$ cat src/rtl/bba_pkg.sv
// Package for the bounding box accumulator: coordinate type, action and
// operation codes, axis codes, and the command and result beats.
// No dependencies.
`timescale 1ns / 1ps

package bba_pkg;

    localparam int COORD_W = 32;

    typedef logic signed [COORD_W-1:0] coord_t;
    typedef logic signed [COORD_W:0]   extent_t;

    localparam coord_t COORD_MAX = {1'b0, {(COORD_W-1){1'b1}}};
    localparam coord_t COORD_MIN = {1'b1, {(COORD_W-1){1'b0}}};

    localparam logic [2:0] ACT_CLEAR     = 3'd0;
    localparam logic [2:0] ACT_POINT     = 3'd1;
    localparam logic [2:0] ACT_BOX       = 3'd2;
    localparam logic [2:0] ACT_LOAD_LOW  = 3'd3;
    localparam logic [2:0] ACT_LOAD_HIGH = 3'd4;

    localparam logic [1:0] AXIS_X = 2'd0;
    localparam logic [1:0] AXIS_Y = 2'd1;
    localparam logic [1:0] AXIS_Z = 2'd2;

    typedef enum logic [2:0] {
        OP_NOP,
        OP_CLEAR,
        OP_GROW,
        OP_LOAD_LOW,
        OP_LOAD_HIGH
    } op_t;

    typedef struct packed {
        op_t    op;
        logic   use_a;
        logic   use_b;
        coord_t ax;
        coord_t ay;
        coord_t az;
        coord_t bx;
        coord_t by;
        coord_t bz;
    } cmd_t;

    typedef struct packed {
        coord_t     low_x;
        coord_t     low_y;
        coord_t     low_z;
        coord_t     high_x;
        coord_t     high_y;
        coord_t     high_z;
        logic [1:0] longest_axis;
    } result_t;

endpackage

$ cat src/rtl/bba_front.sv
// Front end: accepts input beats, decodes the action into a command and
// holds commands in a two-entry queue. Depends on bba_pkg.
`timescale 1ns / 1ps

module bba_front (
    input  logic                 clk,
    input  logic                 rst_n,
    input  logic                 push,
    output logic                 full,
    input  logic [2:0]           action,
    input  bba_pkg::coord_t      corner_a_x,
    input  bba_pkg::coord_t      corner_a_y,
    input  bba_pkg::coord_t      corner_a_z,
    input  bba_pkg::coord_t      corner_b_x,
    input  bba_pkg::coord_t      corner_b_y,
    input  bba_pkg::coord_t      corner_b_z,
    input  logic                 corner_a_finite,
    input  logic                 corner_b_finite,
    output logic                 cmd_valid,
    input  logic                 cmd_take,
    output bba_pkg::cmd_t        cmd
);

    bba_pkg::cmd_t q_mem [2];
    logic          wr_ptr_reg, wr_ptr_next;
    logic          rd_ptr_reg, rd_ptr_next;
    logic [1:0]    count_reg, count_next;
    bba_pkg::cmd_t dec;
    logic          do_push, do_pop;

    always_comb
    begin
        dec.ax    = corner_a_x;
        dec.ay    = corner_a_y;
        dec.az    = corner_a_z;
        dec.bx    = corner_b_x;
        dec.by    = corner_b_y;
        dec.bz    = corner_b_z;
        dec.use_a = 1'b0;
        dec.use_b = 1'b0;
        case (action)
            bba_pkg::ACT_CLEAR:
            begin
                dec.op = bba_pkg::OP_CLEAR;
            end
            bba_pkg::ACT_POINT:
            begin
                dec.op    = bba_pkg::OP_GROW;
                dec.use_a = 1'b1;
            end
            bba_pkg::ACT_BOX:
            begin
                dec.op    = bba_pkg::OP_GROW;
                dec.use_a = corner_a_finite;
                dec.use_b = corner_b_finite;
            end
            bba_pkg::ACT_LOAD_LOW:
            begin
                dec.op = bba_pkg::OP_LOAD_LOW;
            end
            bba_pkg::ACT_LOAD_HIGH:
            begin
                dec.op = bba_pkg::OP_LOAD_HIGH;
            end
            default:
            begin
                dec.op = bba_pkg::OP_NOP;
            end
        endcase
    end

    assign full      = (count_reg == 2'd2);
    assign cmd_valid = (count_reg != 2'd0);
    assign cmd       = q_mem[rd_ptr_reg];
    assign do_push   = push && !full;
    assign do_pop    = cmd_take && cmd_valid;

    always_comb
    begin
        wr_ptr_next = do_push ? ~wr_ptr_reg : wr_ptr_reg;
        rd_ptr_next = do_pop ? ~rd_ptr_reg : rd_ptr_reg;
        count_next  = count_reg + {1'b0, do_push} - {1'b0, do_pop};
    end

    always_ff @(posedge clk or negedge rst_n)
    begin
        if (!rst_n)
        begin
            wr_ptr_reg <= 1'b0;
            rd_ptr_reg <= 1'b0;
            count_reg  <= 2'd0;
        end
        else
        begin
            wr_ptr_reg <= wr_ptr_next;
            rd_ptr_reg <= rd_ptr_next;
            count_reg  <= count_next;
        end
    end

    always_ff @(posedge clk)
    begin
        if (do_push)
        begin
            q_mem[wr_ptr_reg] <= dec;
        end
    end

endmodule

$ cat src/rtl/bba_back.sv
// Back end: executes commands on the box registers, finds the longest
// axis and queues result beats in a two-entry queue. Depends on bba_pkg.
`timescale 1ns / 1ps

module bba_back (
    input  logic                 clk,
    input  logic                 rst_n,
    input  logic                 cmd_valid,
    output logic                 cmd_take,
    input  bba_pkg::cmd_t        cmd,
    output logic                 empty,
    input  logic                 pop,
    output bba_pkg::result_t     res
);

    bba_pkg::coord_t  low_reg  [3];
    bba_pkg::coord_t  high_reg [3];
    bba_pkg::coord_t  low_next  [3];
    bba_pkg::coord_t  high_next [3];
    bba_pkg::coord_t  pa [3];
    bba_pkg::coord_t  pb [3];
    bba_pkg::extent_t ext [3];
    logic [1:0]       axis;
    bba_pkg::result_t new_res;

    bba_pkg::result_t q_mem [2];
    logic             wr_ptr_reg, rd_ptr_reg;
    logic [1:0]       count_reg;
    logic             do_pop;

    assign pa[0] = cmd.ax;
    assign pa[1] = cmd.ay;
    assign pa[2] = cmd.az;
    assign pb[0] = cmd.bx;
    assign pb[1] = cmd.by;
    assign pb[2] = cmd.bz;

    assign cmd_take = cmd_valid && (count_reg != 2'd2);
    assign empty    = (count_reg == 2'd0);
    assign do_pop   = pop && !empty;
    assign res      = q_mem[rd_ptr_reg];

    always_comb
    begin
        for (int i = 0; i < 3; i++)
        begin
            low_next[i]  = low_reg[i];
            high_next[i] = high_reg[i];
            case (cmd.op)
                bba_pkg::OP_CLEAR:
                begin
                    low_next[i]  = bba_pkg::COORD_MAX;
                    high_next[i] = bba_pkg::COORD_MIN;
                end
                bba_pkg::OP_GROW:
                begin
                    if (cmd.use_a && (pa[i] < low_next[i]))
                        low_next[i] = pa[i];
                    if (cmd.use_b && (pb[i] < low_next[i]))
                        low_next[i] = pb[i];
                    if (cmd.use_a && (pa[i] > high_next[i]))
                        high_next[i] = pa[i];
                    if (cmd.use_b && (pb[i] > high_next[i]))
                        high_next[i] = pb[i];
                end
                bba_pkg::OP_LOAD_LOW:
                begin
                    low_next[i] = pa[i];
                end
                bba_pkg::OP_LOAD_HIGH:
                begin
                    high_next[i] = pa[i];
                end
                default:
                begin
                end
            endcase
            ext[i] = {high_next[i][bba_pkg::COORD_W-1], high_next[i]}
                   - {low_next[i][bba_pkg::COORD_W-1], low_next[i]};
        end

        if (ext[0] <= ext[1])
            axis = (ext[2] <= ext[1]) ? bba_pkg::AXIS_Y : bba_pkg::AXIS_Z;
        else
            axis = (ext[2] <= ext[0]) ? bba_pkg::AXIS_X : bba_pkg::AXIS_Z;

        new_res.low_x        = low_next[0];
        new_res.low_y        = low_next[1];
        new_res.low_z        = low_next[2];
        new_res.high_x       = high_next[0];
        new_res.high_y       = high_next[1];
        new_res.high_z       = high_next[2];
        new_res.longest_axis = axis;
    end

    always_ff @(posedge clk or negedge rst_n)
    begin
        if (!rst_n)
        begin
            for (int i = 0; i < 3; i++)
            begin
                low_reg[i]  <= bba_pkg::COORD_MAX;
                high_reg[i] <= bba_pkg::COORD_MIN;
            end
            wr_ptr_reg <= 1'b0;
            rd_ptr_reg <= 1'b0;
            count_reg  <= 2'd0;
        end
        else
        begin
            if (cmd_take)
            begin
                for (int i = 0; i < 3; i++)
                begin
                    low_reg[i]  <= low_next[i];
                    high_reg[i] <= high_next[i];
                end
                wr_ptr_reg <= ~wr_ptr_reg;
            end
            if (do_pop)
                rd_ptr_reg <= ~rd_ptr_reg;
            count_reg <= count_reg + {1'b0, cmd_take} - {1'b0, do_pop};
        end
    end

    always_ff @(posedge clk)
    begin
        if (cmd_take)
        begin
            q_mem[wr_ptr_reg] <= new_res;
        end
    end

endmodule

$ cat src/rtl/bounding_box_accumulator_unit.sv
// Top level of the bounding box accumulator: front decode queue feeding
// the box update back end. Depends on bba_pkg, bba_front, bba_back.
// A pushed beat is written into the front queue, then taken by the box
// update and written to the result queue, which shows it for popping.
// Throughput: one beat per cycle while the result queue is not full.
// Reset: asynchronous, active low; queues empty, box cleared to empty.
`timescale 1ns / 1ps

module bounding_box_accumulator_unit (
    input  logic                 clk,
    input  logic                 rst_n,
    input  logic                 push,
    output logic                 full,
    input  logic [2:0]           action,
    input  bba_pkg::coord_t      corner_a_x,
    input  bba_pkg::coord_t      corner_a_y,
    input  bba_pkg::coord_t      corner_a_z,
    input  bba_pkg::coord_t      corner_b_x,
    input  bba_pkg::coord_t      corner_b_y,
    input  bba_pkg::coord_t      corner_b_z,
    input  logic                 corner_a_finite,
    input  logic                 corner_b_finite,
    output logic                 empty,
    input  logic                 pop,
    output bba_pkg::coord_t      low_x,
    output bba_pkg::coord_t      low_y,
    output bba_pkg::coord_t      low_z,
    output bba_pkg::coord_t      high_x,
    output bba_pkg::coord_t      high_y,
    output bba_pkg::coord_t      high_z,
    output logic [1:0]           longest_axis
);

    logic             cmd_valid;
    logic             cmd_take;
    bba_pkg::cmd_t    cmd;
    bba_pkg::result_t res;

    bba_front u_front (
        .clk             (clk),
        .rst_n           (rst_n),
        .push            (push),
        .full            (full),
        .action          (action),
        .corner_a_x      (corner_a_x),
        .corner_a_y      (corner_a_y),
        .corner_a_z      (corner_a_z),
        .corner_b_x      (corner_b_x),
        .corner_b_y      (corner_b_y),
        .corner_b_z      (corner_b_z),
        .corner_a_finite (corner_a_finite),
        .corner_b_finite (corner_b_finite),
        .cmd_valid       (cmd_valid),
        .cmd_take        (cmd_take),
        .cmd             (cmd)
    );

    bba_back u_back (
        .clk       (clk),
        .rst_n     (rst_n),
        .cmd_valid (cmd_valid),
        .cmd_take  (cmd_take),
        .cmd       (cmd),
        .empty     (empty),
        .pop       (pop),
        .res       (res)
    );

    assign low_x        = res.low_x;
    assign low_y        = res.low_y;
    assign low_z        = res.low_z;
    assign high_x       = res.high_x;
    assign high_y       = res.high_y;
    assign high_z       = res.high_z;
    assign longest_axis = res.longest_axis;

endmodule

$ cat config.mk
export PLATFORM = sky130hd
export DESIGN_NAME = bounding_box_accumulator_unit
export DESIGN_NICKNAME = d
export VERILOG_FILES = /design/src/rtl/bba_pkg.sv /design/src/rtl/bba_front.sv /design/src/rtl/bba_back.sv /design/src/rtl/bounding_box_accumulator_unit.sv
export SDC_FILE = /design/constraint.sdc
export NUM_CORES = 2
export LEC_CHECK = 0
export BUFFER_PORTS_ARGS = -buffer_cell sky130_fd_sc_hd__buf_4
export CAP_MARGIN = 20
export CORE_MARGIN = 4
export CORE_UTILIZATION = 64
export CTS_CLUSTER_DIAMETER = 30
export DETAILED_ROUTE_END_ITERATION = 10
export GPL_TIMING_DRIVEN = 1
export PLACE_DENSITY_LB_ADDON = 0.05
export SLEW_MARGIN = 5
export SYNTH_ARGS = -nofsm -noshare
export SYNTH_HDL_FRONTEND = slang
export SYNTH_SLANG_ARGS = --single-unit
$ cat constraint.sdc
create_clock -name clk -period 26.4 [get_ports clk]
set_clock_uncertainty 0.05 [all_clocks]
set_input_delay 5.28 -clock clk [delete_from_list [all_inputs] [get_ports clk]]
set_output_delay 5.28 -clock clk [all_outputs]
set_load 0.01 [all_outputs]
# After elaboration in Yosys (flattened, before gate mapping)
# Memory sizes are Yosys's and may differ from the RTL's.
# Index checks and enable logic that the tools add are counted.
# classes
eq_ne,10
add_sub_neg,7
bitwise,4
n_reduce_logical,22
mux,34
n_lt_le_gt_ge,15
# ops
cell,n
32-bit two-way mux,18
32-bit case mux with 3 select lines,6
32-bit greater-than comparator,6
32-bit < comparator,6
33-bit <= comparator,3
32-bit by 32-bit subtractor with 33-bit output,3
1-bit logical AND,16
3-bit by 2-bit == test with 1-bit output (second input constant),4
3-bit case mux with 4 select lines,1
3-bit by 1-bit == test with 1-bit output (second input constant),2
3-bit == test (second input constant),2
2-bit two-way mux,3
1-bit two-way mux,5
2-bit by 1-bit adder with 2-bit output,2
1-bit NOT,4
2-bit by 1-bit subtractor with 2-bit output,2
3-bit zero test,1
2-bit == test (second input constant),1
1-bit zero test,2
2-bit zero test,1
2-bit inequality test (second input constant),1
1-bit case mux with 2 select lines,1
2-bit nonzero test,1
2-bit OR reduction,1
# totals
mem_count,2
output_inout_bits,196
reg_bits,200
mem_bits_rw,782
wordCells,106
# memory_table
memory,words,word_bits,rd,rd_ports_with_merged_regs,wr,line,text
u_front.q_mem,2,197,1,0,1,bba_front.sv:24,bba_pkg::cmd_t q_mem [2];
u_back.q_mem,2,194,1,0,1,bba_back.sv:26,bba_pkg::result_t q_mem [2];

# Longest topological paths before layout
# An unclocked memory read counts as a cell.
# logic_depth
word_depth,13
depth_mapped,56
ltp_nobuf,50

# Modules after synthesis
# A second synthesis with hierarchy kept.
# hier_totals
hier_cells,5324
hier_area_um2,61341.3
# by_module_without_submodules
module,area_per_inst_um2,n_inst,cells_each
bba_back,46459.6,1,4684
bba_front,14881.8,1,640

# Worst setup path before layout
# No wires, ideal clock.
# synth_timing
kind,input -> register
from,input port push
to,"memory u_front.q_mem[0][0] in the netlist's numbering, enable pin"
n_path_buf,0
path_slack_ns,12.056
t_arrival_ns,13.537
cell_stages,2
required_time_ns,25.593
setup_ns,0.757
cell_sequence,nand2_1 > nor2_1
# synth_between
elab_chain_cells,3
# synth_lines
item,line,text
"start, declared",bounding_box_accumulator_unit.sv:12,"input logic push,"
1-bit logical AND,bba_front.sv:75,assign do_push = push && !full;
1-bit two-way mux,bba_front.sv:103,if (do_push)
1-bit two-way mux (not written as such),bba_front.sv:105,q_mem[wr_ptr_reg] <= dec;
"end, declared",bba_front.sv:24,
# Every way passes these cells.

==> impl_results.md <==
* DR vias at 52454
* I/O Buffers at 396
* Wire length per cell at 28.2 um
* DIE HEIGHT at 319 um
* Area growth from synthesis to layout at 18.1%
* Pin count of the biggest net entering global routing at 135
* Die area at 0.102 mm^2
* Longest Clk Path Bufs at 3
* Worst Max-Slew Pin Slew at 1.23 ns
* Fmax at 63.2 MHz
* DP HPWL at 147000 um
* Vias in the first global route at 51422
* IO Pins at 397
* CP bufs+invs at 5
* Cell Area, Synth at 0.0620 mm^2
* Outcome: complete, no violations
* Yosys warning count at 0
* Asr flop ratio synth at 0.204
* Initial Util at 0.649
* Number of flip-flops in the largest register at 394
* Max H-tree Level at 4
* Min-Delay Endpoint: u_back.high_reg[26]
* Setup violators final at 0
* Avg Inst Size Synth at 10.9 um^2
* Startpoint types: flip-flop
* CTS Buf Count at 194
* Final hold slack at 0.487 ns
* Regs by FF count: u_front.q_mem: 394 flops, u_back.q_mem: 388 flops
* Post-synthesis sequential area ratio at 0.461
* Core area at 0.0956 mm^2
* Die Wd at 319 um
* Initial antenna violation count at 7
* Post-CTS Hold Buffers at 0
* Tcrit/Tclk final at 0.599
* Hold_sp: u_back.high_reg[26]
* Setup Fix Bufs, Post-CTS at 0
* Final Max Slew Viols at 0
* CP top delay family: compound AO/OA/AOI/OAI gates
* Length of the first detailed-routing pass in iterations at 7
* Worst path required time at 26.84 ns
* HP Class: reg -> reg
* Post-synth EDFFs at 782
* Final TNS setup at 0 ns
* Slew headroom at 0.173
* Slowest Stage Delay on Critical Path at 0.92 ns
* Final hold viol count at 0
* Clock sink count at 982
* Prevailing post-synth register cell: edfxtp_1
* Num rows at 113
* First-pass GRT wire length at 317000 um
* Setup crit start: u_front.rd_ptr_reg
* Worst R2R Path Depth at 47
* Tot GR Track Use at 0.403
* Hold Crit Depth at 1
* Register bit total from synthesis at 982
* Biggest register: u_front.q_mem
* GP Congestion at 1.01
* Clock transition at the registers of the reported paths at 0.04 ns
* Post-Route WL at 211000 um
* Post-cts resize count at 0
* Post-synthesis cell count at 5675
* RSZ-0062 raised after global routing: false
* Worst R2R Start: u_front.rd_ptr_reg
* CP Max Fanout at 61
* CP Class: reg -> reg
* Distinct cells, synth at 95
* Nets@finish at 6829
* Vias/cell at 6.99
* Root Driver: clkbuf_16
* Slowest CP cell: dfrtp_4
* Max-cap violations at 0
* Reg-to-Reg End: u_back.q_mem[0][1]
* Crit. End Element: flip-flop
* Clock tree from TritonCTS: built
* Post-synthesis net count at 6450
* Grt ovf at 0
* Clk Latency, worst-skew pair at 0.80 ns
* Min cycle time layout at 15.83 ns
* Drt drc at 0
* Flop2flop setup slack at 10.57 ns
* Final Core Density at 0.767
* DRT iter0 DRCs at 7363
* Layout cells sized above 1 at 0.229
* Critical path arrival at 16.27 ns
* Detail Route Antenna Nets at 0
worst reg2reg max path: cells and delay by family, from the launching register on:
kind / cells / cell delay [ns]
AOI/OAI and AO/OA: 25 / 7.23
buffers and inverters: 5 / 2.62
adders and majority gates: 5 / 1.57
DFF: 1 / 0.92
muxes: 5 / 1.73
and+or+nand+nor: 7 / 1.38
kinds of logic after synthesis:
group,share of synthesized area
flip-flops,0.461
buffers and inverters,0.0416
multiplexers,0.0816
AND/OR/NAND/NOR,0.0962
adder cells (fa/ha/maj),0.116
AO/OA/AOI/OAI,0.189
XOR/XNOR,0.0142
placed cells by master (no fill, tap or decap), types with 23 or more instances in the layout:
cell	netlist	layout
and3_1	47	46
xnor2_1	65	64
nand2_1	343	340
o22a_1	25	25
o2111ai_1	37	37
dfstp_2	96	96
clkinv_2	0	26
and4_1	44	44
inv_1	348	348
a22oi_1	33	32
a211oi_2	32	31
a31oi_1	71	70
mux2_2	342	341
a2bb2oi_1	24	24
o22ai_1	198	197
nand2b_1	30	29
a211oi_1	114	114
o221ai_1	33	33
nand4_1	113	113
a21oi_1	409	406
xor2_1	28	27
a311oi_2	25	25
edfxtp_1	782	782
mux2i_1	117	115
a221o_1	40	40
nand3_1	115	114
ha_1	571	571
clkbuf_16	0	194
buf_4	2	488
a21o_1	231	231
clkbuf_1	268	23
nor4b_1	29	29
o21ai_0	232	232
nor2b_1	47	47
o21a_1	39	38
dfrtp_1	104	102
nor3_1	47	44
nor2_1	287	278
nor3_2	20	23
how the worst max path moves through the flow:
| stage | depth (start not counted) | slack (ns) | end |
|---|---|---|---|
| 2_1_floorplan | 2 | 12.06 | u_front.q_mem[0][0] |
| 3_3_place_gp | 47 | 11.69 | u_back.q_mem[0][1] |
| 3_5_place_dp | 47 | 11.32 | u_back.q_mem[0][1] |
| 4_1_cts | 47 | 11.08 | u_back.q_mem[0][1] |
| 5_1_grt | 52 | 9.86 | u_back.q_mem[1][1] |
| 6_report | 47 | 10.57 | u_back.q_mem[0][1] |
cell type report:
cell class                      count  area (um^2)
Multi-Input combinational cell   4033        31100
Timing Repair Buffer              493         3750
Clock buffer                      230         5120
Sequential cell                   982        28600
Tap cell                         1265         1580
Inverter                          350         1310
Fill cell                        6084        22300
Antenna cell                        6         15.0
Clock inverter                    140         1770
cells in the mapped netlist (all sizes together), types with 37 or more instances:
cell type  count  area (um^2)
a211oi       146         1260
a21o         231         1730
a21oi        411         2070
a221o         40          400
a31oi         71          444
and3          47          294
and4          44          385
buf           42          258
clkbuf       268         1010
dfrtp        104         2600
dfstp         96         2520
edfxtp       782        23500
ha           571         7140
inv          349         1310
mux2         343         3870
mux2i        119         1200
nand2        343         1290
nand3        115          576
nand4        114          719
nor2         287         1080
nor2b         47          294
nor3          67          435
o2111ai       37          324
o21a          39          293
o21ai        237         1190
o22ai        198         1240
xnor2         65          569
per-stage QoR:
stage / worst slack (ns) / cells / area, um^2
final: 10.57 / 7499 / 73300
after global routing: 9.86 / 7494 / 73300
after CTS: 11.08 / 7493 / 73300
after detailed placement: 11.32 / 7123 / 66400
after global placement: 11.69 / 7122 / 66400
after floorplan: 12.06 / 5675 / 62000
per-layer routing:
layer | global-route usage | vias to the layer above | part of all wire
met2 | 0.622 | 3765 | 0.44
li1 | - | 22709 | -
met5 | 0 | - | 0.00018
met3 | 0.108 | 752 | 0.12
met4 | 0.179 | 6 | 0.051
met1 | 0.539 | 25222 | 0.39
Power is left out: the tool's default activity adds up to more than one toggle a clock period on the data nets, which glitch-free logic cannot reach.
